File: src/hdl/vector_distance_unit_defines.svh
// Assertion macros shared by the block's modules.
`ifndef VECTOR_DISTANCE_UNIT_DEFINES_SVH
`define VECTOR_DISTANCE_UNIT_DEFINES_SVH

// Same-cycle implication, checked out of reset.
`define VDU_ASSERT_NOW(name, ante, cons, msg) \
  name: assert property (@(posedge clk) disable iff (rst) (ante) |-> (cons)) \
    else $error(msg);

// Next-cycle implication, checked out of reset.
`define VDU_ASSERT_NEXT(name, ante, cons, msg) \
  name: assert property (@(posedge clk) disable iff (rst) (ante) |=> (cons)) \
    else $error(msg);

`endif

File: src/hdl/vdu_pkg.sv
`default_nettype none
package vdu_pkg;

  localparam int ELEM_BITS = 16;
  localparam int MAX_LEN   = 4096;
  localparam int LEN_W     = $clog2(MAX_LEN) + 1;
  localparam int DIFF_W    = ELEM_BITS + 1;
  localparam int PROD_W    = 2 * ELEM_BITS;
  localparam int SQP_W     = 2 * DIFF_W;
  localparam int SQ_W      = 2 * ELEM_BITS + LEN_W - 1;
  localparam int ABS_W     = ELEM_BITS + LEN_W;
  localparam int DOT_W     = 2 * ELEM_BITS + LEN_W;
  localparam int NORM_W    = 2 * ELEM_BITS + LEN_W - 2;
  localparam int VAL_W     = 32;
  localparam int ROOT_W    = 32;
  localparam int RAD_W     = 2 * ROOT_W;
  localparam int QUO_W     = 31;
  localparam int NORM_SH   = 20;
  localparam int MAG_SH    = 19;

  localparam int QDEPTH    = 2;
  localparam int QPTR_W    = 1;
  localparam int QCNT_W    = 2;

  localparam logic [1:0] MODE_EUCLID    = 2'd0;
  localparam logic [1:0] MODE_MANHATTAN = 2'd1;
  localparam logic [1:0] MODE_CHEBYSHEV = 2'd2;
  localparam logic [1:0] MODE_COSINE    = 2'd3;

  typedef struct packed {
    logic signed [ELEM_BITS-1:0] elem_a;
    logic signed [ELEM_BITS-1:0] elem_b;
    logic                        last_pair;
  } in_t;

  typedef struct packed {
    logic signed [VAL_W-1:0] distance_value;
    logic                    zero_norm;
    logic                    length_overflow;
  } out_t;

  // Finished vector totals handed from front to back.
  typedef struct packed {
    logic [1:0]              mode;
    logic [SQ_W-1:0]         sq_sum;
    logic [ABS_W-1:0]        abs_sum;
    logic [DIFF_W-1:0]       max_diff;
    logic signed [DOT_W-1:0] dot;
    logic [NORM_W-1:0]       norm_a;
    logic [NORM_W-1:0]       norm_b;
    logic                    ovf;
  } job_t;

endpackage
`default_nettype wire

File: src/hdl/vdu_front.sv
`default_nettype none
`include "vector_distance_unit_defines.svh"
module vdu_front import vdu_pkg::*; (
  input  wire logic       clk,
  input  wire logic       rst,
  input  wire logic       accept,
  input  wire in_t        item,
  input  wire logic [1:0] mode,
  output logic            pend_last,
  output logic            job_push,
  output job_t            job
);

  // stage A: products and range check
  logic                     a_valid;
  logic                     a_last;
  logic                     a_keep;
  logic [DIFF_W-1:0]        a_ad;
  logic [SQP_W-1:0]         a_sq;
  logic signed [PROD_W-1:0] a_ab;
  logic [PROD_W-1:0]        a_aa;
  logic [PROD_W-1:0]        a_bb;
  logic [LEN_W-1:0]         pair_count;

  // stage B: running totals
  logic [SQ_W-1:0]         sq_sum, sq_sum_next;
  logic [ABS_W-1:0]        abs_sum, abs_sum_next;
  logic [DIFF_W-1:0]       max_diff, max_diff_next;
  logic signed [DOT_W-1:0] dot, dot_next;
  logic [NORM_W-1:0]       norm_a, norm_a_next;
  logic [NORM_W-1:0]       norm_b, norm_b_next;
  logic                    ovf, ovf_next;

  logic signed [DIFF_W-1:0] diff;
  logic [DIFF_W-1:0]        adiff;
  logic                     in_range;

  assign diff     = DIFF_W'(item.elem_a) - DIFF_W'(item.elem_b);
  assign adiff    = diff[DIFF_W-1] ? DIFF_W'(-diff) : DIFF_W'(diff);
  assign in_range = (pair_count < LEN_W'(MAX_LEN));

  always_ff @(posedge clk) begin
    if (rst) begin
      a_valid    <= 1'b0;
      a_last     <= 1'b0;
      a_keep     <= 1'b0;
      pair_count <= '0;
    end else begin
      a_valid <= accept;
      if (accept) begin
        a_last <= item.last_pair;
        a_keep <= in_range;
        if (item.last_pair) begin
          pair_count <= '0;
        end else if (in_range) begin
          pair_count <= pair_count + LEN_W'(1);
        end
      end
    end
  end

  always_ff @(posedge clk) begin
    if (accept) begin
      a_ad <= adiff;
      a_sq <= adiff * adiff;
      a_ab <= item.elem_a * item.elem_b;
      a_aa <= PROD_W'(item.elem_a) * PROD_W'(item.elem_a);
      a_bb <= PROD_W'(item.elem_b) * PROD_W'(item.elem_b);
    end
  end

  always_comb begin
    sq_sum_next   = sq_sum;
    abs_sum_next  = abs_sum;
    max_diff_next = max_diff;
    dot_next      = dot;
    norm_a_next   = norm_a;
    norm_b_next   = norm_b;
    ovf_next      = ovf;
    if (a_valid) begin
      if (a_keep) begin
        sq_sum_next  = sq_sum + SQ_W'(a_sq);
        abs_sum_next = abs_sum + ABS_W'(a_ad);
        if (a_ad > max_diff) begin
          max_diff_next = a_ad;
        end
        dot_next    = dot + DOT_W'(a_ab);
        norm_a_next = norm_a + NORM_W'(a_aa);
        norm_b_next = norm_b + NORM_W'(a_bb);
      end else begin
        ovf_next = 1'b1;
      end
    end
  end

  assign job_push  = a_valid & a_last;
  assign pend_last = a_valid & a_last;

  always_comb begin
    job.mode     = mode;
    job.sq_sum   = sq_sum_next;
    job.abs_sum  = abs_sum_next;
    job.max_diff = max_diff_next;
    job.dot      = dot_next;
    job.norm_a   = norm_a_next;
    job.norm_b   = norm_b_next;
    job.ovf      = ovf_next;
  end

  always_ff @(posedge clk) begin
    if (rst || job_push) begin
      sq_sum   <= '0;
      abs_sum  <= '0;
      max_diff <= '0;
      dot      <= '0;
      norm_a   <= '0;
      norm_b   <= '0;
      ovf      <= 1'b0;
    end else begin
      sq_sum   <= sq_sum_next;
      abs_sum  <= abs_sum_next;
      max_diff <= max_diff_next;
      dot      <= dot_next;
      norm_a   <= norm_a_next;
      norm_b   <= norm_b_next;
      ovf      <= ovf_next;
    end
  end

  `VDU_ASSERT_NOW(a_count_bound, 1'b1, pair_count <= LEN_W'(MAX_LEN), "pair count past limit")

endmodule
`default_nettype wire

File: config.mk
export PLATFORM = sky130hd
export DESIGN_NAME = vdu_front
export DESIGN_NICKNAME = d
export VERILOG_FILES = /design/src/hdl/vdu_pkg.sv /design/src/hdl/vdu_front.sv
export VERILOG_INCLUDE_DIRS = /design/src /design/src/hdl
export SDC_FILE = /design/constraint.sdc
export NUM_CORES = 2
export LEC_CHECK = 0
export BUFFER_PORTS_ARGS = -buffer_cell sky130_fd_sc_hd__clkbuf_2
export CAP_MARGIN = 40
export CORE_ASPECT_RATIO = 1.2
export CORE_MARGIN = 3
export CORE_UTILIZATION = 55
export CTS_CLUSTER_SIZE = 20
export DETAILED_ROUTE_END_ITERATION = 7
export GPL_TIMING_DRIVEN = 0
export PLACE_DENSITY = 0.76
export SYNTH_ARGS = -nofsm -noshare
export SYNTH_HDL_FRONTEND = slang
export SYNTH_SLANG_ARGS = --single-unit
File: constraint.sdc
create_clock -name clk -period 16 [get_ports clk]
set_clock_uncertainty 0.15 [all_clocks]
set_input_delay 1.6 -clock clk [delete_from_list [all_inputs] [get_ports clk]]
set_output_delay 1.6 -clock clk [all_outputs]
set_load 0.005 [all_outputs]
Word level (Yosys, flattened, before mapping):

Cells that the tools add are included.

* flip-flop bits (word level): 385
* word-level logic and storage cells: 52
* bits of input ports: 38
* output and inout port bits: 226

* reduce and logical (&&, ||, !) cells: 3
* multiplexer cells: 18
* bitwise operators: 1
* $add $sub $neg: 8
* magnitude comparators: 2
* $mul: 4

Operators by type and width (number)
* 2-to-1 mux 43 bit: 4
* multiplier 16 x 16 -> 32 bit: 3
* 2-to-1 mux 45 bit: 2
* 2-to-1 mux 44 bit: 2
* adder 43 x 32 -> 43 bit: 2
* 2-to-1 mux 17 bit: 4
* 2-to-1 mux 29 bit: 2
* adder 45 x 32 -> 45 bit: 1
* adder 44 x 34 -> 44 bit: 1
* multiplier 17 x 17 -> 34 bit: 1
* adder 29 x 17 -> 29 bit: 1
* 2-to-1 mux 13 bit: 2
* greater-than comparator 17 bit: 1
* negator 17 bit: 1
* subtractor 16 x 16 -> 17 bit: 1
* adder 13 x 1 -> 13 bit (second input constant): 1
* less-than comparator 13 bit (second input constant): 1
* 2-to-1 mux 1 bit: 2
* AND reduction 2 bit: 1
* nonzero test 2 bit: 1
* AND 1 bit: 1
* logical OR 1 bit: 1

Depth between registers and ports, before layout:

* depth in word-level cells: 4
* mapped depth: 40
* mapped depth without buffers: 36

Worst setup path after synthesis:

Ideal clock, no wire load.

* kind: input to register
* start: input port item[18] (netlist name)
* end: register a_sq[33], data pin
* path buffers: 3
* required time: 15.592 ns
* setup slack: 5.724 ns
* setup time: 0.258 ns
* cell stages on the path: 37
* arrival: 9.868 ns
* cell sequence: clkbuf_1 > clkinv_1 > buf_1 > fa_1 > nor2b_1 > o31a_1 > o21ai_0 > a21boi_0 > o21ai_1 > nor2_1 > nor2_1 > xnor2_1 > inv_2 > buf_2 > nand2_1 > inv_1 > fa_1 > inv_1 > fa_1 > fa_1 > inv_1 > fa_1 > fa_1 > inv_1 > fa_1 > inv_1 > ha_1 > nand2_1 > a21oi_1 > and4_1 > a221o_1 > a31oi_1 > and4b_1 > o31ai_1 > o21ai_0 > xnor2_1 > xnor2_1

* word-level cells in the longest chain between the ends: 4

Ends and longest elaborated chain
* from (decl): line vdu_front.sv:7 `input wire in_t item,`
* subtractor 16 x 16 -> 17 bit (*): line vdu_front.sv:38 `assign diff = DIFF_W'(item.elem_a) - DIFF_W'(item.elem_b);`
* negator 17 bit: line vdu_front.sv:39 `assign adiff = diff[DIFF_W-1] ? DIFF_W'(-diff) : DIFF_W'(diff);`
* 2-to-1 mux 17 bit (*): line vdu_front.sv:39
* named net adiff[9]: line vdu_front.sv:35 `logic [DIFF_W-1:0] adiff;`
* multiplier 17 x 17 -> 34 bit (*): line vdu_front.sv:65 `a_sq <= adiff * adiff;`
* to (signal assigned): line vdu_front.sv:65
* to (decl): line vdu_front.sv:19 `logic [SQP_W-1:0] a_sq;`

Mark *: on every way through the listed nets, which the timed path passes. The rest lies on a longest branch.
A chain may end at the register's enable or synchronous reset.

Worst setup path in the final report:

* start: input port item[18] (netlist name)
* end: register a_sq[32], data pin

Same word-level chain as after synthesis.

==> flow_summary.ini <==
[run_status]
status = complete, no violations

[sta]
hold_viol = 0
timing.fmax_mhz = 78.7
rsz0062_at_grt = no
setup_viol = 0
min_period_ns = 12.71
worstMarginPinSlew_ns = 0.988
tns_ns = 0
min_period_over_period_pct = 79.4
slew_viol_final = 0
relSlewSlack_pct = 34.1

[clock_network]
cts_tree = built
clock_latency_ns = 0.61
cts_hold_buf = 0
cts_made_buffers = 42
cts_resized = 0
clk_pin_slew_worst_paths_ns = 0.08
numClockSinks = 381
cts-root-buf = clkbuf_16
h-tree-depth = 2
post_cts_buffers = 0
clk_path_buf_depth = 3

[grt]
grt-ovfl-total = 0
antenna_found_initial = 11
grt_pass1_vias = 49700
grt_pass1_wl_um = 277000
grt_start_max_net_pins = 92
grt.total_usage_pct = 32.5

[synth]
synth_top_family_by_area = adder cells
async_flop_share_pct = 0
synth_mux_area_share_pct = 1.60
yosysUniqueCellTypes = 89
synth-adder-area-share_pct = 44.0
ys.flop_type = dfxtp_1
netlist_instances = 6515
ys_seq_elements = 381
synth_top_cell_area_share_pct = 31.9
yosysTopAreaCell = fa_1
synth-xor-area-share_pct = 4.97
ys_seq_area_share_pct = 15.4
synth_compound_area_share_pct = 10.6
synth_area_per_cell_um2 = 9.00
synth-simple-area-share_pct = 14.1
synth_edf_count = 143
syn-cell-area_mm2 = 0.0587
ys_warn_count = 0
synth_area_leaders = fa_1 (32%), ha_1 (12%), dfxtp_1 (8.1%)

[floorplanning]
core_area_mm2 = 0.105
pin_count = 264
initial_core_util_pct = 55.7
dieArea_mm2 = 0.111
dieHeight_um = 364
placementRows = 130
die_w_um = 304

[worst_setup_path]
crit_path_max_fanout = 11
critPathArrivalTime_ns = 12.91
crit_path_max_incr_delay_ns = 0.69
critPathSlowestCell = clkbuf_1
r2r-start = a_valid
crit_type = in2reg
required_ns = 16.20
rr_endpoint = norm_b[31]
cp-start-kind = input port
crit_path_frequent_cell = fa_1
reg2regPathDepth = 10
ff2ff_setup_slack_ns = 11.51
crit_path_end_kind = flop

[drt]
viasPerCell = 5.73
totalWireLength_um = 179000
dr.first_iter.drc_count = 3903
drc = 0
vias = 47500
drt-pass1-iter-count = 7
avgRoutedWirePerCell_um = 21.5
ant_nets = 0

[cells_and_area]
area_growth_pct = 8.76
layout_commonest_cell = inv_1
drive_above_1_share_pct = 7.12
final_util_pct = 60.6
nNetsFinal = 8419
fin_area_mm2 = 0.0638
most-common-layout-cells = inv_1 (1228), fa_1 (935), nand2_1 (752)

[placed_design]
place.gp.congestion = 0.981
place_hpwl_um = 148000
io_buffers = 261
dpl-instance-area_mm2 = 0.0623

[hold_path]
min_to = norm_b[36]
min_from = norm_b[36]
hp-class = reg2reg
min_path_cells = 2

[job]
maxCapViolCount = 0
==> per-layer routing <==
metal	routed length, µm	up-vias	global-route usage (%)
met5	137	-	0
met4	13000	14	19.5
met3	15100	565	6.36
met2	84900	2010	54.9
met1	65600	23500	38.5
li1	-	21400	-
==> synthesized netlist by cell type (20+ instances only) <==
library cell,count
inv_1,1228
fa_1,935
nand2_1,752
ha_1,567
nor2_1,398
a21oi_1,302
and2_1,249
dfxtp_1,238
xnor2_1,216
o21ai_0,188
clkbuf_1,177
a21o_1,162
edfxtp_1,143
xor2_1,113
nand3_1,74
nor3_1,60
mux2_2,45
and3_1,44
mux2i_1,43
o21a_1,40
a31oi_1,37
or3_1,36
nand2b_1,34
nand4_1,33
a211oi_1,31
o211ai_1,28
o21bai_1,26
o31ai_1,26
nor2b_1,23
or2_2,20
==> cell families after synthesis <==
group | count (synthesis)
AND/OR/NAND/NOR | 1785
adder cells (fa/ha/maj) | 1502
buffers and inverters | 1453
AO/OA/AOI/OAI | 973
flip-flops | 381
XOR/XNOR | 331
multiplexers | 88
other | 2
==> state kept, by name, indices dropped and copies added (netlist names) <==
signal	flops
ovf	1
max_diff	17
a_bb	31
a_ab	32
a_valid	1
a_ad	17
dot	45
abs_sum	29
norm_a	43
sq_sum	44
a_keep	1
pair_count	13
a_last	1
a_aa	31
a_sq	32
norm_b	43
==> critical path: cells and delay by family <==
| family | cells | cell delay (ns) |
|---|---|---|
| AOI/OAI and AO/OA | 10 | 2.34 |
| xor gates and xnor gates | 1 | 0.68 |
| adders and majority gates | 8 | 3.71 |
| buffers and inverters | 11 | 3.16 |
| and+or+nand+nor | 8 | 1.41 |
==> worst max path at each step <==
stage | end | start | depth (start not counted)
after floorplan | a_sq[33] | item[18] | 37
after global placement | a_sq[32] | item[18] | 37
after detailed placement | a_sq[32] | item[18] | 37
after CTS | a_sq[32] | item[18] | 37
after global routing | a_sq[32] | item[18] | 38
final | a_sq[32] | item[18] | 38
==> layout make-up <==
class | instances | area (µm²)
tap | 1386 | 1730
sequential | 381 | 9060
timing repair buffer | 310 | 1920
fill | 9077 | 41400
clock buffer | 55 | 1190
buffer | 210 | 822
multi-input combinational | 4691 | 44100
inverter | 1243 | 4670
clock inverter | 23 | 245
antenna | 3 | 7.51
==> stage by stage <==
stage	hold WS [ns]	std cells	worst slack [ns]
2_1_floorplan	0.285	6525	5.72
3_3_place_gp	0.292	8172	3.06
3_5_place_dp	0.303	8219	2.92
4_1_cts	0.312	8297	3.55
5_1_grt	0.345	8300	2.76
6_report	0.309	8302	3.29
Power is not shown: default switching activity piles up to over one toggle a cycle in this logic, so the estimate is an artifact.
