==> config.mk <==
export PLATFORM = sky130hd
export DESIGN_NAME = vdu_back
export DESIGN_NICKNAME = d
export VERILOG_FILES = /design/src/hdl/vdu_pkg.sv /design/src/hdl/vdu_back.sv
export VERILOG_INCLUDE_DIRS = /design/src /design/src/hdl
export SDC_FILE = /design/constraint.sdc
export NUM_CORES = 2
export LEC_CHECK = 0
export BUFFER_PORTS_ARGS = -buffer_cell sky130_fd_sc_hd__buf_2
export CAP_MARGIN = 20
export CORE_ASPECT_RATIO = 0.7
export CORE_MARGIN = 10
export CORE_UTILIZATION = 30
export DETAILED_ROUTE_END_ITERATION = 6
export GPL_TIMING_DRIVEN = 1
export PLACE_DENSITY = 0.42
export SLEW_MARGIN = 0
export SYNTH_ARGS = -nofsm -noshare
export SYNTH_HDL_FRONTEND = slang
export SYNTH_SLANG_ARGS = --single-unit
==> constraint.sdc <==
create_clock -name clk -period 26.7 [get_ports clk]
set_clock_uncertainty 0.2 [all_clocks]
set_input_delay 8.01 -clock clk [delete_from_list [all_inputs] [get_ports clk]]
set_output_delay 8.01 -clock clk [all_outputs]
set_load 0.1 [all_outputs]
==> src/hdl/vector_distance_unit_defines.svh <==
// Assertion macros shared by the block's modules.
`ifndef VECTOR_DISTANCE_UNIT_DEFINES_SVH
`define VECTOR_DISTANCE_UNIT_DEFINES_SVH

// Same-cycle implication, checked out of reset.
`define VDU_ASSERT_NOW(name, ante, cons, msg) \
  name: assert property (@(posedge clk) disable iff (rst) (ante) |-> (cons)) \
    else $error(msg);

// Next-cycle implication, checked out of reset.
`define VDU_ASSERT_NEXT(name, ante, cons, msg) \
  name: assert property (@(posedge clk) disable iff (rst) (ante) |=> (cons)) \
    else $error(msg);

`endif

==> src/hdl/vdu_pkg.sv <==
`default_nettype none
package vdu_pkg;

  localparam int ELEM_BITS = 16;
  localparam int MAX_LEN   = 4096;
  localparam int LEN_W     = $clog2(MAX_LEN) + 1;
  localparam int DIFF_W    = ELEM_BITS + 1;
  localparam int PROD_W    = 2 * ELEM_BITS;
  localparam int SQP_W     = 2 * DIFF_W;
  localparam int SQ_W      = 2 * ELEM_BITS + LEN_W - 1;
  localparam int ABS_W     = ELEM_BITS + LEN_W;
  localparam int DOT_W     = 2 * ELEM_BITS + LEN_W;
  localparam int NORM_W    = 2 * ELEM_BITS + LEN_W - 2;
  localparam int VAL_W     = 32;
  localparam int ROOT_W    = 32;
  localparam int RAD_W     = 2 * ROOT_W;
  localparam int QUO_W     = 31;
  localparam int NORM_SH   = 20;
  localparam int MAG_SH    = 19;

  localparam int QDEPTH    = 2;
  localparam int QPTR_W    = 1;
  localparam int QCNT_W    = 2;

  localparam logic [1:0] MODE_EUCLID    = 2'd0;
  localparam logic [1:0] MODE_MANHATTAN = 2'd1;
  localparam logic [1:0] MODE_CHEBYSHEV = 2'd2;
  localparam logic [1:0] MODE_COSINE    = 2'd3;

  typedef struct packed {
    logic signed [ELEM_BITS-1:0] elem_a;
    logic signed [ELEM_BITS-1:0] elem_b;
    logic                        last_pair;
  } in_t;

  typedef struct packed {
    logic signed [VAL_W-1:0] distance_value;
    logic                    zero_norm;
    logic                    length_overflow;
  } out_t;

  // Finished vector totals handed from front to back.
  typedef struct packed {
    logic [1:0]              mode;
    logic [SQ_W-1:0]         sq_sum;
    logic [ABS_W-1:0]        abs_sum;
    logic [DIFF_W-1:0]       max_diff;
    logic signed [DOT_W-1:0] dot;
    logic [NORM_W-1:0]       norm_a;
    logic [NORM_W-1:0]       norm_b;
    logic                    ovf;
  } job_t;

endpackage
`default_nettype wire

==> src/hdl/vdu_back.sv <==
`default_nettype none
`include "vector_distance_unit_defines.svh"
module vdu_back import vdu_pkg::*; (
  input  wire logic  clk,
  input  wire logic  rst,
  input  wire job_t  job_in,
  input  wire logic  job_avail,
  output logic       job_pop,
  input  wire logic  res_pop,
  output logic       res_valid,
  output out_t       res
);

  localparam logic [2:0] S_IDLE   = 3'd0;
  localparam logic [2:0] S_SQRT_E = 3'd1;
  localparam logic [2:0] S_SQRT_A = 3'd2;
  localparam logic [2:0] S_SQRT_B = 3'd3;
  localparam logic [2:0] S_MUL    = 3'd4;
  localparam logic [2:0] S_DIVI   = 3'd5;
  localparam logic [2:0] S_DIV    = 3'd6;
  localparam logic [2:0] S_DONE   = 3'd7;

  logic [2:0]          state;
  job_t                job;
  logic [4:0]          cnt;
  logic [RAD_W-1:0]    sq_x, sq_r, sq_bit;
  logic [ROOT_W-1:0]   root_a, root_b;
  logic [RAD_W-1:0]    prod;
  logic [RAD_W:0]      rem;
  logic [QUO_W-1:0]    quo;
  logic [VAL_W-1:0]    val;
  logic                zn;

  // one root digit per cycle
  logic [RAD_W-1:0] sq_t, sq_x_n, sq_r_n;
  logic             sq_ge;
  assign sq_t   = sq_r + sq_bit;
  assign sq_ge  = (sq_x >= sq_t);
  assign sq_x_n = sq_ge ? sq_x - sq_t : sq_x;
  assign sq_r_n = sq_ge ? (sq_r >> 1) + sq_bit : sq_r >> 1;

  // one quotient bit per cycle
  logic [RAD_W:0]   rem_sh;
  logic             div_ge;
  logic [QUO_W-1:0] quo_n;
  assign rem_sh = {rem[RAD_W-1:0], 1'b0};
  assign div_ge = (rem_sh >= {1'b0, prod});
  assign quo_n  = {quo[QUO_W-2:0], div_ge};

  logic              neg;
  logic [DOT_W-1:0]  mag;
  logic [RAD_W-1:0]  rem0;
  assign neg  = job.dot[DOT_W-1];
  assign mag  = neg ? DOT_W'(-job.dot) : DOT_W'(job.dot);
  assign rem0 = RAD_W'({mag, MAG_SH'(0)});

  localparam logic [QUO_W-1:0] Q_ONE = QUO_W'(1) << 30;

  function automatic logic [VAL_W-1:0] signed_q(input logic n, input logic [QUO_W-1:0] q);
    logic [QUO_W-1:0] c;
    c = (q > Q_ONE) ? Q_ONE : q;
    return n ? VAL_W'(0) - VAL_W'(c) : VAL_W'(c);
  endfunction

  logic out_free;
  assign out_free = !res_valid || res_pop;
  assign job_pop  = (state == S_IDLE) && job_avail;

  always_ff @(posedge clk) begin
    if (rst) begin
      state     <= S_IDLE;
      res_valid <= 1'b0;
    end else begin
      // in S_DONE a popped result is replaced by the new one below
      if (res_pop && state != S_DONE) begin
        res_valid <= 1'b0;
      end
      unique case (state)
        S_IDLE: begin
          if (job_avail) begin
            job    <= job_in;
            zn     <= 1'b0;
            sq_r   <= '0;
            sq_bit <= RAD_W'(1) << (RAD_W - 2);
            cnt    <= 5'd31;
            unique case (job_in.mode)
              MODE_EUCLID: begin
                sq_x  <= RAD_W'(job_in.sq_sum);
                state <= S_SQRT_E;
              end
              MODE_MANHATTAN: begin
                val   <= VAL_W'(job_in.abs_sum);
                state <= S_DONE;
              end
              MODE_CHEBYSHEV: begin
                val   <= VAL_W'(job_in.max_diff);
                state <= S_DONE;
              end
              default: begin
                if (job_in.norm_a == '0 || job_in.norm_b == '0) begin
                  val   <= '0;
                  zn    <= 1'b1;
                  state <= S_DONE;
                end else begin
                  sq_x  <= RAD_W'({job_in.norm_a, NORM_SH'(0)});
                  state <= S_SQRT_A;
                end
              end
            endcase
          end
        end
        S_SQRT_E, S_SQRT_A, S_SQRT_B: begin
          if (cnt != 5'd0) begin
            sq_x   <= sq_x_n;
            sq_r   <= sq_r_n;
            sq_bit <= sq_bit >> 2;
            cnt    <= cnt - 5'd1;
          end else begin
            sq_r   <= '0;
            sq_bit <= RAD_W'(1) << (RAD_W - 2);
            cnt    <= 5'd31;
            if (state == S_SQRT_E) begin
              val   <= VAL_W'(sq_r_n);
              state <= S_DONE;
            end else if (state == S_SQRT_A) begin
              root_a <= ROOT_W'(sq_r_n);
              sq_x   <= RAD_W'({job.norm_b, NORM_SH'(0)});
              state  <= S_SQRT_B;
            end else begin
              root_b <= ROOT_W'(sq_r_n);
              state  <= S_MUL;
            end
          end
        end
        S_MUL: begin
          prod  <= root_a * root_b;
          state <= S_DIVI;
        end
        S_DIVI: begin
          rem <= {1'b0, rem0};
          quo <= '0;
          cnt <= 5'(QUO_W - 1);
          if (rem0 >= prod) begin
            val   <= signed_q(neg, Q_ONE);
            state <= S_DONE;
          end else begin
            state <= S_DIV;
          end
        end
        S_DIV: begin
          rem <= div_ge ? rem_sh - {1'b0, prod} : rem_sh;
          quo <= quo_n;
          cnt <= cnt - 5'd1;
          if (cnt == 5'd0) begin
            val   <= signed_q(neg, quo_n);
            state <= S_DONE;
          end
        end
        default: begin
          if (out_free) begin
            res_valid               <= 1'b1;
            res.distance_value      <= val;
            res.zero_norm           <= zn;
            res.length_overflow     <= job.ovf;
            state                   <= S_IDLE;
          end
        end
      endcase
    end
  end

  `VDU_ASSERT_NOW(b_pop_idle, job_pop, state == S_IDLE, "job taken while busy")
  `VDU_ASSERT_NOW(b_zero_val, res_valid && res.zero_norm, res.distance_value == '0,
                  "zero norm with nonzero value")

endmodule
`default_nettype wire
# Yosys cells after proc, flatten, opt, wreduce, memory -nomap -nowiden
# Index checks and enable logic that the tools add are counted.
# totals
regBits	579
inputBits	228
out_inout_bits	36
wordCells	134
# classes
add_sub_neg	7
n_mul	1
n_lt_le_gt_ge	4
n_eq_ne	21
mux	47
n_bitwise	5
reduce_logical	30
# op_table
cell	n
$mux 64	11
$pmux 64 s2	5
$mux 32	8
$ge 64x64->1	2
$pmux 32 s4	1
$sub 64x64->64	2
$pmux 32 s3	1
$logic_not 43->1	2
$ge 65x64->1	1
$add 63x64->64	1
$add 64x64->64	1
$mul 32x32->64	1
$mux 63	1
$pmux 30 s2	1
$mux 45	1
$neg 45->45	1
$sub 1x31->32 const A	1
$gt 31x31->1 const B	1
$mux 31	1
$mux 3	7
$pmux 5 s4	1
$pmux 3 s5	1
$ne 2x2->1 const B	7
$ne 3x3->1 const B	4
31 further kinds	52

# Depth between registers and ports, before layout
# logic_depth
ltp_word	7
mapped_depth	28
mapped_depth_nobuf	26

# Least setup slack after synthesis
# OpenSTA, ideal clock, no wires.
# synth_timing
path_kind	input-to-reg
from	input port rst
to	register sq_x[0] (enable)
setup_ps	507
arrival_time_ps	16327
required_ps	25993
setup_slack_ps	9666
cell_stages	4
n_path_buf	0
cell_sequence	o21bai_1 nor2_1 o311ai_0 a21oi_1
# synth_via
elab_chain_len	2
# synth_rtl
element	line_no	rtl
start: declaration	vdu_back.sv:5	input wire logic rst,
$not 1->1 (no source line)	-	
$reduce_and 8->1 (no source line)	-	
end signal: assignment	vdu_back.sv:88	sq_x <= RAD_W'(job_in.sq_sum);
end signal: assignment	vdu_back.sv:105	sq_x <= RAD_W'({job_in.norm_a, NORM_SH'(0)});
end signal: assignment	vdu_back.sv:114	sq_x <= sq_x_n;
end: declaration	vdu_back.sv:26	logic [RAD_W-1:0] sq_x, sq_r, sq_bit;
# No other way between the ends.
# A chain may end at the register's enable or synchronous reset.

# Worst setup path in the final report
# layout_timing
from	input port job_avail
to	output port job_pop
# layout_via
elab_chain_len	1
# layout_rtl
element	line_no	rtl
start: declaration	vdu_back.sv:7	input wire logic job_avail,
$logic_and 1x1->1	vdu_back.sv:67	assign job_pop = (state == S_IDLE) && job_avail;
end: declaration	vdu_back.sv:8	output logic job_pop,
# No other way between the ends.

==> flow_metrics.env <==
export IMPL_fp_dieW_um=595
export IMPL_period_needed_ps=16930
export IMPL_cp_end_kind="output port"
export IMPL_gp_congestion=0.862
export IMPL_areaGrowthSynthToFinish_pct=9.50
export IMPL_reg2reg_slack_ps=17410
export IMPL_p_leak_nw=33.5
export IMPL_synth_largest_area_cell="fa_1"
export IMPL_netlist_top_cells_count="inv_1, fa_1, nand2_1, and2_1, edfxtp_1"
export IMPL_ys_async_sr_fraction=0
export IMPL_wire_per_inst_um=22.3
export IMPL_reg2reg_from="root_a[4]$_DFFE_PP_"
export IMPL_place_ws_ps=9770
export IMPL_antenna_found_initial=18
export IMPL_grt_use_total=0.182
export IMPL_yosysSeqAreaShare=0.236
export IMPL_holdPathEnd="res[7]$_DFFE_PP_"
export IMPL_worst_ep_required_time_ps=18490
export IMPL_status="finished clean"
export IMPL_syn_nets=8972
export IMPL_cts_buffers=56
export IMPL_critPathLaunchType="input port"
export IMPL_hp_class="flop to flop"
export IMPL_synth_most_common_cell="inv_1"
export IMPL_hold_depth=0
export IMPL_hold_buffers=0
export IMPL_drcViolationCount=0
export IMPL_start_util=0.303
export IMPL_clkTransAtPathRegs_ps=70
export IMPL_grt_max_degree=78
export IMPL_hpwl_um=183000
export IMPL_nets=9025
export IMPL_synth_flop_cell="edfxtp_1"
export IMPL_cts_tree="done"
export IMPL_final_period_utilization=0.634
export IMPL_clock_path_buffers=3
export IMPL_design_area_um2=76200
export IMPL_layout_drive_gt1_share=0.0736
export IMPL_antenna_left=0
export IMPL_grt_pass1_vias=55600
export IMPL_netlist_area_um2=69500
export IMPL_maxSlewViolCount=0
export IMPL_path_max_fanout=3
export IMPL_cts_setup_buffers=0
export IMPL_finish_utilization=0.331
export IMPL_tns_ps=0
export IMPL_cp_arrival_ps=8720
export IMPL_synth_edf_count=543
export IMPL_root_buffer="clkbuf_16"
export IMPL_relSlewSlack=0.214
export IMPL_syn_avg_cell_area_um2=9.48
export IMPL_rows=147
export IMPL_holdCritStartpoint="val[5]$_DFFE_PP_"
export IMPL_clk_latency_ps=680
export IMPL_ys_types=83
export IMPL_synth_seq_cells=547
export IMPL_ir_worst_vdd_v=0.000108
export IMPL_reg2reg_depth=24
export IMPL_ys_warn_count=0
export IMPL_die_area_um2=252000
export IMPL_tightest_slew_ps=1170
export IMPL_htree_levels=2
export IMPL_yosysTopAreaCellShare=0.258
export IMPL_via_count=53300
export IMPL_cts_repair_resized=0
export IMPL_setup_viol=0
export IMPL_wirelength_um=234000
export IMPL_first_iter_violations=4226
export IMPL_reg2reg_to="prod[46]$_DFFE_PP_"
export IMPL_globalRouteOverflowTotal=0
export IMPL_die_y_um=423
export IMPL_grt_pass1_wl_um=358000
export IMPL_setup_slack_ps=9770
export IMPL_drv_cap=0
export IMPL_coreArea_um2=230000
export IMPL_port_buffers=263
export IMPL_syn_inst=7337
export IMPL_viasPerCell=5.08
export IMPL_cts_sinks=547
export IMPL_firstDrtPassIters=6
export IMPL_placed_cell_area_um2=74200
export IMPL_hold_viol_final=0
export IMPL_critPathKind="input port to output port"
export IMPL_netlist_top_cells_area="fa_1, edfxtp_1, ha_1, and2_1, inv_1"
export IMPL_power_density_nw_per_um2=72.9
export IMPL_fmax_mhz=59.1
export IMPL_rsz0062_at_grt="false"
export IMPL_io_pins=264
cells by family (layout without fill, tap and decap cells):
family	count (synthesis)	count (layout)	synth area share
AND/OR/NAND/NOR	2308	2308	0.167
adder cells (fa/ha/maj)	1407	1407	0.350
buffers and inverters	1374	1472	0.0743
AO/OA/AOI/OAI	1310	1310	0.123
flip-flops	547	547	0.236
XOR/XNOR	340	340	0.0428
multiplexers	51	51	0.00741
other	0	11	0
flip-flops by register name, indices dropped and copies added, names as in the netlist:
| signal | count |
|---|---|
| cnt | 5 |
| job | 89 |
| prod | 64 |
| quo | 30 |
| rem | 64 |
| res | 34 |
| res_valid | 1 |
| root_a | 32 |
| root_b | 32 |
| sq_bit | 32 |
| sq_r | 64 |
| sq_x | 64 |
| state | 3 |
| val | 32 |
| zn | 1 |
per-layer routing:
layer / global-route usage / wire length [um] / vias up
met5: 0 / 0 / -
met4: 0.0270 / 3470 / 0
met3: 0.0215 / 11400 / 156
met2: 0.282 / 102000 / 1248
met1: 0.277 / 117000 / 27300
li1: - / - / 24600
per-stage QoR:
step	hold slack, ps	total power, W	cells
after global placement	202	0.00467	10400
after detailed placement	205	0.00468	10400
final	212	0.00555	10500
after CTS	216	0.00559	10500
after global routing	224	0.00597	10500
after floorplan	200	0.00364	7337
power breakdown:
group / total [W] / switching (W) / internal [W]
Combinational: 0.00324 / 0.00211 / 0.00113
Clock: 0.000877 / 0.000398 / 0.000479
Sequential: 0.00144 / 0.000168 / 0.00127
worst max-delay path: stages:
cell,delay [ps]
buf_2,100
and3_1,170
buf_2,440
worst max-delay path by stage:
stage                         start                end  slack (ps)
after global routing      job_avail            job_pop        9760
final                     job_avail            job_pop        9770
after CTS                 job_avail            job_pop        9760
after detailed placement  job_avail            job_pop        9770
after floorplan                 rst  sq_x[0]$_DFFE_PP_        9670
after global placement    job_avail            job_pop        9740
layout by cell type, fill, tap and decap left out, drive strengths merged, types with 147 or more instances in the layout:
cell       n
a21o     147
a21oi    318
and2     647
buf      367
edfxtp   543
fa       898
ha       509
inv     1008
nand2    829
nor2     283
o21ai    279
xnor2    197
final cells by class:
type / count / area, um2
Antenna cell: 11 / 27.5
Fill cell: 23700 / 154000
Tap cell: 3054 / 3820
Clock inverter: 40 / 455
Timing Repair Buffer: 367 / 2140
Multi-Input combinational cell: 5416 / 48100
Clock buffer: 63 / 1450
Sequential cell: 547 / 16400
Inverter: 1002 / 3760
(Power assumes the default switching activity.)
