--- src/hdl/vector_distance_unit_defines.svh ---
// Assertion macros shared by the block's modules.
`ifndef VECTOR_DISTANCE_UNIT_DEFINES_SVH
`define VECTOR_DISTANCE_UNIT_DEFINES_SVH

// Same-cycle implication, checked out of reset.
`define VDU_ASSERT_NOW(name, ante, cons, msg) \
  name: assert property (@(posedge clk) disable iff (rst) (ante) |-> (cons)) \
    else $error(msg);

// Next-cycle implication, checked out of reset.
`define VDU_ASSERT_NEXT(name, ante, cons, msg) \
  name: assert property (@(posedge clk) disable iff (rst) (ante) |=> (cons)) \
    else $error(msg);

`endif

--- src/hdl/vdu_pkg.sv ---
`default_nettype none
package vdu_pkg;

  localparam int ELEM_BITS = 16;
  localparam int MAX_LEN   = 4096;
  localparam int LEN_W     = $clog2(MAX_LEN) + 1;
  localparam int DIFF_W    = ELEM_BITS + 1;
  localparam int PROD_W    = 2 * ELEM_BITS;
  localparam int SQP_W     = 2 * DIFF_W;
  localparam int SQ_W      = 2 * ELEM_BITS + LEN_W - 1;
  localparam int ABS_W     = ELEM_BITS + LEN_W;
  localparam int DOT_W     = 2 * ELEM_BITS + LEN_W;
  localparam int NORM_W    = 2 * ELEM_BITS + LEN_W - 2;
  localparam int VAL_W     = 32;
  localparam int ROOT_W    = 32;
  localparam int RAD_W     = 2 * ROOT_W;
  localparam int QUO_W     = 31;
  localparam int NORM_SH   = 20;
  localparam int MAG_SH    = 19;

  localparam int QDEPTH    = 2;
  localparam int QPTR_W    = 1;
  localparam int QCNT_W    = 2;

  localparam logic [1:0] MODE_EUCLID    = 2'd0;
  localparam logic [1:0] MODE_MANHATTAN = 2'd1;
  localparam logic [1:0] MODE_CHEBYSHEV = 2'd2;
  localparam logic [1:0] MODE_COSINE    = 2'd3;

  typedef struct packed {
    logic signed [ELEM_BITS-1:0] elem_a;
    logic signed [ELEM_BITS-1:0] elem_b;
    logic                        last_pair;
  } in_t;

  typedef struct packed {
    logic signed [VAL_W-1:0] distance_value;
    logic                    zero_norm;
    logic                    length_overflow;
  } out_t;

  // Finished vector totals handed from front to back.
  typedef struct packed {
    logic [1:0]              mode;
    logic [SQ_W-1:0]         sq_sum;
    logic [ABS_W-1:0]        abs_sum;
    logic [DIFF_W-1:0]       max_diff;
    logic signed [DOT_W-1:0] dot;
    logic [NORM_W-1:0]       norm_a;
    logic [NORM_W-1:0]       norm_b;
    logic                    ovf;
  } job_t;

endpackage
`default_nettype wire

--- src/hdl/vdu_queue.sv ---
`default_nettype none
`include "vector_distance_unit_defines.svh"
module vdu_queue import vdu_pkg::*; (
  input  wire logic  clk,
  input  wire logic  rst,
  input  wire logic  push,
  input  wire job_t  wdata,
  input  wire logic  pop,
  output job_t       rdata,
  output logic [QCNT_W-1:0] count
);

  job_t              mem [QDEPTH];
  logic [QPTR_W-1:0] wptr;
  logic [QPTR_W-1:0] rptr;

  assign rdata = mem[rptr];

  always_ff @(posedge clk) begin
    if (push) begin
      mem[wptr] <= wdata;
    end
  end

  always_ff @(posedge clk) begin
    if (rst) begin
      wptr  <= '0;
      rptr  <= '0;
      count <= '0;
    end else begin
      if (push) begin
        wptr <= wptr + QPTR_W'(1);
      end
      if (pop) begin
        rptr <= rptr + QPTR_W'(1);
      end
      count <= count + QCNT_W'(push) - QCNT_W'(pop);
    end
  end

  `VDU_ASSERT_NOW(q_no_overrun, push && !pop, count < QCNT_W'(QDEPTH), "queue overrun")
  `VDU_ASSERT_NOW(q_no_underrun, pop, count != '0, "queue underrun")

endmodule
`default_nettype wire

--- config.mk ---
export PLATFORM = sky130hd
export DESIGN_NAME = vdu_queue
export DESIGN_NICKNAME = d
export VERILOG_FILES = /design/src/hdl/vdu_pkg.sv /design/src/hdl/vdu_queue.sv
export VERILOG_INCLUDE_DIRS = /design/src /design/src/hdl
export SDC_FILE = /design/constraint.sdc
export NUM_CORES = 1
export LEC_CHECK = 0
export ABC_CLOCK_PERIOD_IN_PS = 34300
export CAP_MARGIN = 20
export CORE_MARGIN = 2
export CORE_UTILIZATION = 40
export CTS_CLUSTER_SIZE = 8
export DETAILED_ROUTE_END_ITERATION = 6
export DONT_BUFFER_PORTS = 1
export PLACE_DENSITY = 0.59
export REMOVE_ABC_BUFFERS = 1
export SLEW_MARGIN = 20
export SYNTH_ARGS = -nofsm -noshare
export SYNTH_HDL_FRONTEND = slang
export SYNTH_SLANG_ARGS = --single-unit
--- constraint.sdc ---
create_clock -name clk -period 34.3 [get_ports clk]
set_clock_uncertainty 0.2 [all_clocks]
set_input_delay 1.715 -clock clk [delete_from_list [all_inputs] [get_ports clk]]
set_output_delay 1.715 -clock clk [all_outputs]
set_load 0.01 [all_outputs]
[After elaboration in Yosys (flattened, before gate mapping)]
Memories as Yosys holds them, arrays and structs flattened. A register that Yosys moved wholly into a read port is not among the register bits.
Index checks and enable logic that the tools add are counted.
Cells by class
  equality and inequality tests: 0
  reductions and logical operators: 0
  shifts and indexed selects: 0
  order comparisons: 0
  multiplexer cells: 4
  bitwise operators: 0
  add/subtract/negate cells: 4
  multiply operators: 0
  div/mod/pow operators: 0
Operators by type and width (number)
  1-bit 2-to-1 mux: 4
  1-bit adder (second input constant): 2
  2-bit by 1-bit adder with 2-bit output: 1
  2-bit by 1-bit subtractor with 2-bit output: 1
Word-level totals
  bits in latches: 0
  ROM bits: 0
  bits of input ports: 228
  bits in writable memories: 448
  flip-flop bits (word level): 4
  logic and storage cells: 12
  output and inout port bits: 226
  memories kept: 1
Memories
  mem: words 2, width 224, read ports 1, clocked after Yosys merged registers in 1, write ports 1, line vdu_queue.sv:13  | job_t mem [QDEPTH];

[Logic depth before layout (Yosys ltp)]
Gate-level depths: netlist (run 1).
  depth after elaboration: 3
  depth in mapped cells: 6

[Worst setup path after synthesis (run 1)]
OpenSTA, ideal clock, no wires.
  path kind: input port to flip-flop
  start point: input port push
  end point: memory mem[0][0] (netlist name), enable pin
  stages: 1
  path buffers: 0
  slack: 21.897 ns
  arrival: 11.364 ns
  cell sequence: nor2b_1
Between the ends
  longest elaborated chain between the ends: 2
Ends and longest elaborated chain
  from (decl): line vdu_queue.sv:6  | input wire logic push,
  1-bit 2-to-1 mux: line vdu_queue.sv:20  | if (push) begin
  1-bit 2-to-1 mux (not written as such): line vdu_queue.sv:21  | mem[wptr] <= wdata;
  to (decl): line vdu_queue.sv:13
No other way between the ends.

==> results by group, run 1 <==
Status
  – Status: finished clean

Clock network
  – Skew-Pair Late Insertion Delay: 570 ps
  – TritonCTS Buffers: 66
  – Clk root buf: clkbuf_16
  – Post-CTS Setup Inserts: 0
  – CTS tree: built
  – H-tree Lvls: 3
  – CTS hold repair buffers: 0
  – Post-CTS resize count: 0
  – Longest Clk Path Bufs: 3
  – Clk sinks: 453
  – Clk slew on worst S/H paths: 50 ps

Floorplan
  – Die Wd: 210 um
  – Die area: 44200 um^2
  – Core Footprint: 41900 um^2
  – Ports: 454
  – Die height: 210 um
  – Row Count: 75
  – Starting density of the core: 0.406

GRT
  – Initial antenna violation count: 3
  – Global-route wire length before repair: 46800 um
  – Total track usage: 0.145
  – GRT overflow: 0
  – Vias in the first global route: 7148
  – Largest net degree at the start of global routing: 125

Critical path
  – Crit Path Class: reg -> out
  – Delay-heaviest family, CP: buffers and inverters
  – Arrival @ worst endpoint: 2790 ps
  – Slowest-stage cell, CP: buf_4
  – CP Data Required Time: 32380 ps
  – Crit path capture type: output port
  – Crit Path Max Fanout: 58
  – Worst-path cell chain: buf_4, mux2_2
  – Worst setup SP type: flop
  – Buf/Inv on CP: 1
  – CP max stage delay: 890 ps

Routing
  – Avg WL per Cell: 25.0 um
  – Post-route ant nets: 0
  – Iter 0 DRT Violations: 361
  – Vias/cell: 5.09
  – Pre-Repair DR Iteration Count: 6
  – Vias: 6765
  – DRC: 0
  – Total wire length: 33300 um

Power and ir drop
  – Sequential group share of total power: 0.497
  – P per Cell Area: 68.7 nW/um^2
  – Int Power: 1.05 mW
  – Clock Power Share: 0.424
  – VDD IR max: 0.0550 mV
  – Comb power frac: 0.080
  – P_leak: 6.67 nW
  – Switching part of the total power: 0.213
  – Switching Power: 283 uW
  – Total power draw: 1.33 mW

Cells and area
  – Layout cells sized above 1: 0.392
  – Final core utilization: 0.461
  – Final Non-Filler Cells: 1329
  – Nets: 998
  – Area grow syn2layout: 13.7%

Logic synthesis
  – Post-synthesis sequential element count: 453
  – Synth unique cells: 13
  – Post-Syn Instances: 716
  – Register area share after synthesis: 0.796
  – Mapped Avg Cell Area: 23.8 um^2
  – Mapped cell area: 17000 um^2
  – Syn. warnings: 0

STA
  – Final Max Tran Viols: 0
  – Fin crit share: 0.137
  – FMAX: 0.213 GHz
  – Tmin final: 4700 ps
  – RSZ-0062 raised after global routing: false
  – Rel. slew slack: 0.326
  – Least-Margin Pin Slew: 1010 ps
  – Setup TNS: 0 ps
  – Final Hold Fails: 0
  – Setup-failing EPs final: 0

Place
  – Port bufs: 0
  – Routability Congestion: 0.793
  – Post-DP HPWL: 22400 um
  – Placed cells: 1239

Run
  – Max-cap violation count: 0

Worst hold path
  – Hold Crit Class: reg -> reg
-- synthesized netlist by cell type --
master / count / area [um^2]
edfxtp_1: 448 / 13500
mux2_4: 160 / 2400
mux2_2: 64 / 721
buf_6: 19 / 214
buf_2: 6 / 30.0
dfxtp_1: 5 / 100
nor2_1: 4 / 15.0
ha_1: 2 / 25.0
inv_1: 2 / 7.51
nor2b_1: 2 / 12.5
xnor2_1: 2 / 17.5
and2_1: 1 / 6.26
xnor3_1: 1 / 22.5
-- power groups by stage --
stage | clock, mW | sequential [mW] | combinational, mW
2_1_floorplan | 0 | 0.684 | 0.0998
3_3_place_gp | 0 | 0.669 | 0.107
3_5_place_dp | 0 | 0.670 | 0.108
4_1_cts | 0.583 | 0.660 | 0.109
5_1_grt | 0.602 | 0.662 | 0.112
6_report | 0.563 | 0.660 | 0.106
-- flip-flops by register name, summed over array words and instances, names as in the netlist, named ones only --
signal  cells
mem       448
count       2
rptr        1
wptr        1
-- per-stage QoR --
step	setup slack, ps	hold slack (ps)	cell area [um^2]
6_report	29600	321	19400
3_3_place_gp	29830	299	17600
4_1_cts	29510	323	19400
5_1_grt	29430	373	19400
3_5_place_dp	29730	305	17600
2_1_floorplan	21900	280	16800
-- worst register-to-register path, cell delays in order, from the launching register on --
cell and delay, ps:
dfxtp_1 420, and2_4 600, buf_4 810, buf_4 830
-- cells in the final DEF (no fill, tap or decap) --
| cell type | count |
|---|---|
| ha_1 | 2 |
| diode_2 | 2 |
| nor2b_1 | 1 |
| dfxtp_1 | 4 |
| mux2_2 | 64 |
| inv_6 | 4 |
| nor2b_4 | 1 |
| and2_4 | 1 |
| clkbuf_1 | 14 |
| edfxtp_1 | 448 |
| xnor2_1 | 2 |
| buf_12 | 1 |
| buf_4 | 8 |
| mux2_4 | 160 |
| dfxtp_4 | 1 |
| clkinv_1 | 1 |
| clkinv_8 | 2 |
| nor2_1 | 4 |
| clkbuf_16 | 67 |
| xnor3_1 | 1 |
| inv_1 | 2 |
-- layout make-up --
cell class                 count  area (um^2)
tap                          539          674
antenna                        2         5.00
inverter                       2         7.51
sequential                   453        13600
clock buffer                  81         1730
multi-input combinational    236         3230
fill                        3395        22600
timing repair buffer           9         80.1
clock inverter                 7         71.3
-- cells by family after synthesis --
kind of cell             after synthesis  share of synthesized area
flip-flops                           453                      0.796
multiplexers                         224                      0.183
buffers and inverters                 27                     0.0148
AND/OR/NAND/NOR                        7                    0.00198
XOR/XNOR                               3                    0.00235
adder cells (fa/ha/maj)                2                    0.00147
-- routing by layer --
| metal | vias to the layer above | part of all wire | track usage |
|---|---|---|---|
| met5 | - | 0.00093 | 0 |
| met4 | 4 | 0.033 | 0.0702 |
| met3 | 80 | 0.14 | 0.0879 |
| met2 | 327 | 0.51 | 0.246 |
| met1 | 3408 | 0.32 | 0.140 |
| li1 | 2946 | - | - |
-- worst paths after layout --
kind / from / cells past startpoint / to / slack (ps)
setup / recovery: flop / 2 / rdata[53] / 29600
hold / removal: rptr$_SDFFE_PP0P_ / 2 / rptr$_SDFFE_PP0P_ / 320
setup reg to reg: wptr$_SDFFE_PP0P_ / 3 / mem[1][123]$_DFFE_PP_ / 30990
hold reg to reg: rptr$_SDFFE_PP0P_ / 2 / rptr$_SDFFE_PP0P_ / 320
(Power assumes the default switching activity.)
==> inputs of run 2 (changes only) <==
--- a/config.mk
+++ b/config.mk
@@ -6,7 +6,7 @@
 export SDC_FILE = /design/constraint.sdc
 export NUM_CORES = 1
 export LEC_CHECK = 0
-export ABC_CLOCK_PERIOD_IN_PS = 34300
+export ABC_CLOCK_PERIOD_IN_PS = 4600
 export CAP_MARGIN = 20
 export CORE_MARGIN = 2
 export CORE_UTILIZATION = 40
==> constraint.sdc (replaced) <==
create_clock -name clk -period 4.6 [get_ports clk]
set_clock_uncertainty 0.2 [all_clocks]
set_input_delay 0.23 -clock clk [delete_from_list [all_inputs] [get_ports clk]]
set_output_delay 0.23 -clock clk [all_outputs]
set_load 0.01 [all_outputs]
==> results by group, run 2 (synthesis gave the netlist of run 1 again) <==
Critical path
  – Buf/Inv on CP: 1
  – CP max stage delay: 900 ps
  – Delay-heaviest family, CP: flip-flops
  – Slowest-stage cell, CP: dfxtp_4
  – Crit Path Max Fanout: 42
  – Levels on crit path: 2
  – Arrival @ worst endpoint: 2470 ps
  – Worst setup SP type: flop
  – Crit path capture type: output port
  – Worst-path cell chain: buf_4, mux2_2
  – Crit Path Class: reg -> out
  – CP Data Required Time: 4170 ps
  – R2R depth: 2

Floorplan
  – Die area: 44200 um^2
  – Core Footprint: 41900 um^2
  – Starting density of the core: 0.406
  – Ports: 454
  – Die height: 210 um
  – Row Count: 75
  – Die Wd: 210 um

Routing
  – Vias/cell: 4.96
  – Wl on met1: 13100 um
  – Total wire length: 36000 um
  – Vias: 7714
  – Met2 Wirelength: 18300 um
  – Routed length on met3: 3520 um
  – Post-route ant nets: 0
  – DRC: 0
  – Max Used Layer: met5
  – Iter 0 DRT Violations: 410
  – Pre-Repair DR Iteration Count: 4
  – Avg WL per Cell: 23.1 um

Worst hold path
  – Hold Crit Class: in -> reg
  – WHS Path Cells: 1

Place
  – Port bufs: 0
  – Pre-CTS setup slack: 2230 ps
  – Post-DP HPWL: 22800 um
  – Dpl cell area: 17700 um^2
  – Routability Congestion: 0.771

Power and ir drop
  – P_leak: 7.67 nW
  – P per Cell Area: 469 nW/um^2
  – Total power draw: 10.2 mW
  – VDD IR max: 0.338 mV

Cells and area
  – Max reg flops: 448
  – Nets: 1229
  – Most flops, register: mem
  – Design area: 21800 um^2
  – Layout cells sized above 1: 0.310
  – Area grow syn2layout: 27.9%
  – Most frequent cells in the layout: edfxtp_1, dlygate4sd3_1, mux2_4
  – Commonest non-fill, non-tap cell in the layout: edfxtp_1
  – Largest regs: mem: 448 flops, count: 2 flops

Clock network
  – CTS hold repair buffers: 228
  – Clk slew on worst S/H paths: 50 ps
  – Longest Clk Path Bufs: 3
  – Skew-Pair Late Insertion Delay: 560 ps
  – Post-CTS Setup Inserts: 0
  – H-tree Lvls: 3
  – CTS tree: built
  – Post-CTS resize count: 0
  – Clk root buf: clkbuf_16
  – Clk sinks: 453
  – TritonCTS Buffers: 67

GRT
  – Vias in the first global route: 8686
  – Total track usage: 0.160
  – Global-route wire length before repair: 52900 um
  – Initial antenna violation count: 6
  – GRT overflow: 0
  – Largest net degree at the start of global routing: 89

Status
  – Status: finished clean

STA
  – Final WS setup: 1700 ps
  – Fin crit share: 0.631
  – Least-Margin Pin Slew: 1060 ps
  – FMAX: 0.345 GHz
  – Final Hold Fails: 0
  – Setup-failing EPs final: 0
  – Rel. slew slack: 0.290
  – Tmin final: 2900 ps
  – RSZ-0062 raised after global routing: false
  – Final Max Tran Viols: 0

Run
  – Max-cap violation count: 0
-- run 2: cell types whose count changed in the layout (fill, tap and decap cells not counted) --
cell	before	now
buf_12	1	8
buf_4	8	3
clkbuf_1	14	6
clkbuf_16	67	69
clkinv_2	0	1
clkinvlp_4	0	1
diode_2	2	4
dlygate4sd3_1	0	228
inv_6	4	3
-- run 2: stage by stage --
step	TNS, ps	utilization	cells	hold slack, ps
2_1_floorplan	-2769870	-	691	102
3_3_place_gp	0	0.421	1241	95.5
3_5_place_dp	0	0.421	1241	95.5
4_1_cts	0	0.519	1552	70.5
5_1_grt	0	0.519	1555	90.6
6_report	0	0.519	1556	122
-- run 2: area by class of cell --
type | count | area (um^2)
diodes | 4 | 10.0
clock buffers | 75 | 1750
clock inverters | 8 | 75.1
fillers | 3186 | 20200
inverters | 2 | 7.51
multi-input cells | 236 | 3230
flip-flops and latches | 453 | 13600
well taps | 539 | 674
repair buffers | 239 | 2460
-- run 2: path summary, 6_finish.rpt --
check / startpoint / end / slack (ps)
hold reg to reg: rptr$_SDFFE_PP0P_ / rptr$_SDFFE_PP0P_ / 340
setup / recovery: flop / rdata[16] / 1700
hold / removal: wdata[67] / mem[1][67]$_DFFE_PP_ / 120
setup reg to reg: wptr$_SDFFE_PP0P_ / mem[0][69]$_DFFE_PP_ / 2320
-- run 2: worst reg2reg max path, cell delays in order, from the launching register on --
cell and delay (ps):
dfxtp_1 350, nor2b_4 830, buf_12 440
-- run 2: per-layer routing --
layer	global-route usage	up-vias
met1	0.173	3874
met2	0.272	352
li1	-	3409
met4	0.0751	4
met3	0.0673	75
met5	0	-
-- run 2: where the power goes --
group          internal (mW)  total (mW)  switching [mW]
registers               4.84        4.92          0.0878
logic                  0.490        1.01           0.519
clock network           2.66        4.28            1.62
total                   7.98        10.2            2.22
==> inputs of run 3 (changes only) <==
--- a/config.mk
+++ b/config.mk
@@ -6,14 +6,14 @@
 export SDC_FILE = /design/constraint.sdc
 export NUM_CORES = 1
 export LEC_CHECK = 0
-export ABC_CLOCK_PERIOD_IN_PS = 4600
+export ABC_CLOCK_PERIOD_IN_PS = 2600
 export CAP_MARGIN = 20
 export CORE_MARGIN = 2
 export CORE_UTILIZATION = 40
 export CTS_CLUSTER_SIZE = 8
 export DETAILED_ROUTE_END_ITERATION = 6
 export DONT_BUFFER_PORTS = 1
-export PLACE_DENSITY = 0.59
+export PLACE_DENSITY = 0.61
 export REMOVE_ABC_BUFFERS = 1
 export SLEW_MARGIN = 20
 export SYNTH_ARGS = -nofsm -noshare
==> constraint.sdc (replaced) <==
create_clock -name clk -period 2.6 [get_ports clk]
set_clock_uncertainty 0.2 [all_clocks]
set_input_delay 0.13 -clock clk [delete_from_list [all_inputs] [get_ports clk]]
set_output_delay 0.13 -clock clk [all_outputs]
set_load 0.01 [all_outputs]
==> results by group, run 3 <==
Place
  – Routability Congestion: 0.753
  – Port bufs: 0
  – Post-DP HPWL: 22200 um
  – Pre-CTS setup slack: 789 ps
  – Dpl cell area: 17800 um^2

Logic synthesis
  – Top post-synthesis cells by area: edfxtp_1, mux2_4, mux2_2, buf_6, dfxtp_1
  – Mapped Avg Cell Area: 23.8 um^2
  – Post-Syn Instances: 716
  – Register area share after synthesis: 0.796
  – Mapped cell area: 17000 um^2
  – Ys flop type: edfxtp_1
  – Post-synthesis sequential element count: 453
  – Syn. warnings: 0
  – Biggest area consumer among synthesized cells: edfxtp_1
  – Leading cell types by count after synthesis: edfxtp_1, mux2_4, mux2_2, buf_6, buf_2
  – Synth unique cells: 13
  – Async S/R FF share, synth: 0
  – Most common cell in the netlist: edfxtp_1
  – Share of the synthesized area in the top cell type: 0.790
  – Post-synth EDFFs: 448

Floorplan
  – Die height: 210 um
  – Row Count: 75
  – Die Wd: 210 um
  – Ports: 454
  – Starting density of the core: 0.406

Clock network
  – Post-CTS Setup Inserts: 0
  – Longest Clk Path Bufs: 3
  – Post-CTS resize count: 0
  – TritonCTS Buffers: 66
  – Clk root buf: clkbuf_16
  – Clk sinks: 453
  – H-tree Lvls: 3
  – CTS hold repair buffers: 268

Status
  – Tool Error: [ERROR RSZ-0060] Max buffer count reached.
  – Status: did not finish
  – Fail Step: clock tree synthesis (4_1_cts)
## run 3: stage by stage
step / std cells / hold slack (ps)
after detailed placement: 1250 / 1.32
after global placement: 1250 / -3.57
after floorplan: 691 / 1.61
## run 3: cells by family after synthesis
kind of cell,Yosys count,synth area share
xor gates and xnor gates,3,0.00235
DFF,453,0.796
buffers and inverters,27,0.0148
muxes,224,0.183
adders and majority gates,2,0.00147
and+or+nand+nor,7,0.00198
==> inputs of run 4 (changes only) <==
--- a/config.mk
+++ b/config.mk
@@ -6,14 +6,13 @@
 export SDC_FILE = /design/constraint.sdc
 export NUM_CORES = 1
 export LEC_CHECK = 0
-export ABC_CLOCK_PERIOD_IN_PS = 2600
+export ABC_CLOCK_PERIOD_IN_PS = 3380
 export CAP_MARGIN = 20
 export CORE_MARGIN = 2
-export CORE_UTILIZATION = 40
-export CTS_CLUSTER_SIZE = 8
+export CORE_UTILIZATION = 25
 export DETAILED_ROUTE_END_ITERATION = 6
 export DONT_BUFFER_PORTS = 1
-export PLACE_DENSITY = 0.61
+export PLACE_DENSITY_LB_ADDON = 0.15
 export REMOVE_ABC_BUFFERS = 1
 export SLEW_MARGIN = 20
 export SYNTH_ARGS = -nofsm -noshare
==> constraint.sdc (replaced) <==
create_clock -name clk -period 3.38 [get_ports clk]
set_clock_uncertainty 0.2 [all_clocks]
set_input_delay 0.169 -clock clk [delete_from_list [all_inputs] [get_ports clk]]
set_output_delay 0.169 -clock clk [all_outputs]
set_load 0.01 [all_outputs]
==> results by group, run 4 (synthesis gave the netlist of run 1 again) <==
Status
  – Status: finished clean

Critical path
  – Crit path capture type: output port
  – Arrival @ worst endpoint: 2140 ps
  – Crit Path Max Fanout: 27
  – Crit Path Class: reg -> out
  – CP Data Required Time: 3010 ps
  – Worst setup SP type: flop

GRT
  – Largest net degree at the start of global routing: 48
  – Vias in the first global route: 8619
  – Initial antenna violation count: 9
  – GRT overflow: 0
  – Total track usage: 0.110
  – Global-route wire length before repair: 57200 um

Routing
  – DRC: 0
  – Total wire length: 39800 um
  – Pre-Repair DR Iteration Count: 3
  – Vias/cell: 4.00
  – Iter 0 DRT Violations: 457
  – Vias: 7815
  – Avg WL per Cell: 20.4 um
  – Post-route ant nets: 0

Clock network
  – Longest Clk Path Bufs: 3
  – Clk root buf: clkbuf_16
  – Clk slew on worst S/H paths: 60 ps
  – Skew-Pair Late Insertion Delay: 570 ps
  – H-tree Lvls: 2
  – Clk sinks: 453
  – Post-CTS Setup Inserts: 0
  – CTS tree: built
  – TritonCTS Buffers: 51

STA
  – Setup-failing EPs final: 0
  – Rel. slew slack: 0.493
  – Final Max Tran Viols: 0
  – Final WS setup: 869 ps
  – Fin crit share: 0.743
  – FMAX: 0.398 GHz
  – Tmin final: 2510 ps
  – Hold slack: 50.5 ps
  – Final Hold Fails: 0
  – Least-Margin Pin Slew: 758 ps
  – RSZ-0062 raised after global routing: false

Power and ir drop
  – P per Cell Area: 610 nW/um^2
  – VDD IR max: 0.411 mV
  – P_leak: 7.88 nW
  – Sequential group share of total power: 0.483
  – Switching part of the total power: 0.222
  – Int Power: 10.7 mW
  – Switching Power: 3.07 mW
  – Clock Power Share: 0.410
  – Comb power frac: 0.107

Cells and area
  – Layout cells sized above 1: 0.311
  – Most flops, register: mem
  – Final Non-Filler Cells: 1953
  – Max reg flops: 448
  – Most frequent cells in the layout: edfxtp_1, dlygate4sd3_1, mux2_4
  – Nets: 1264
  – Area grow syn2layout: 32.8%
  – Commonest non-fill, non-tap cell in the layout: edfxtp_1
  – Largest regs: mem: 448 flops, count: 2 flops
  – Final core utilization: 0.336

Run
  – Max-cap violation count: 0

Floorplan
  – Die area: 70200 um^2
  – Ports: 454
  – Die height: 265 um
  – Starting density of the core: 0.253
  – Die Wd: 265 um
  – Row Count: 95
  – Core Footprint: 67300 um^2

Place
  – Routability Congestion: 0.713
  – Pre-CTS setup slack: 1250 ps
  – Port bufs: 0
  – Placed cells: 1593
  – Post-DP HPWL: 26600 um

Worst hold path
  – Hold Crit Class: in -> reg
==> run 4: final cells by class <==
cell class | count | area (um^2)
diodes | 5 | 12.5
clock buffers | 64 | 1400
clock inverters | 30 | 325
fillers | 6414 | 44700
inverters | 2 | 7.51
multi-input cells | 236 | 3230
flip-flops and latches | 453 | 13600
well taps | 873 | 1090
repair buffers | 290 | 2980
==> run 4: path summary, 6_finish.rpt <==
path | from | to | slack (ps) | cells after the start
worst max-delay path | flop | rdata[43] | 870 | 2
worst min-delay path | wdata[53] | mem[0][53]$_DFFE_PP_ | 50 | 1
worst max register to register | wptr$_SDFFE_PP0P_ | mem[1][58]$_DFFE_PP_ | 1300 | 2
worst min register to register | rptr$_SDFFE_PP0P_ | rptr$_SDFFE_PP0P_ | 320 | 2
==> run 4: through the flow <==
stage               instance area (um^2)  total power, mW   TNS, ps
finish                             22600             13.8         0
global route                       22600             14.4         0
CTS                                22600             14.1         0
detailed placement                 18300             8.02         0
global placement                   18300             8.01         0
floorplan                          16800             7.96  -3576050
==> run 4: power by group through the flow <==
stage | Sequential (mW) | Clock (mW) | Combinational, mW
finish | 6.66 | 5.65 | 1.48
global route | 6.69 | 6.09 | 1.58
CTS | 6.67 | 5.89 | 1.53
detailed placement | 6.79 | 0 | 1.23
global placement | 6.78 | 0 | 1.23
floorplan | 6.95 | 0 | 1.01
==> run 4: worst max-delay path, stage by stage (launching register included) <==
cell and delay (ps):
dfxtp_4 690, buf_4 440, mux2_2 420
==> run 4: what timing repair did <==
| item | 4_1_cts | 5_1_grt |
|---|---|---|
| hold buffers | 261 | 0 |
| gates resized for setup | 0 | 0 |
| setup endpoints to repair | 0 | 0 |
| endpoints found under the hold margin | 527 | 0 |
==> run 4: layer usage <==
layer	up-vias	global-route usage	wire length, um
li1	3500	-	-
met3	70	0.0436	3330
met2	266	0.191	20300
met1	3977	0.123	15200
met5	-	0	13
met4	2	0.0356	967
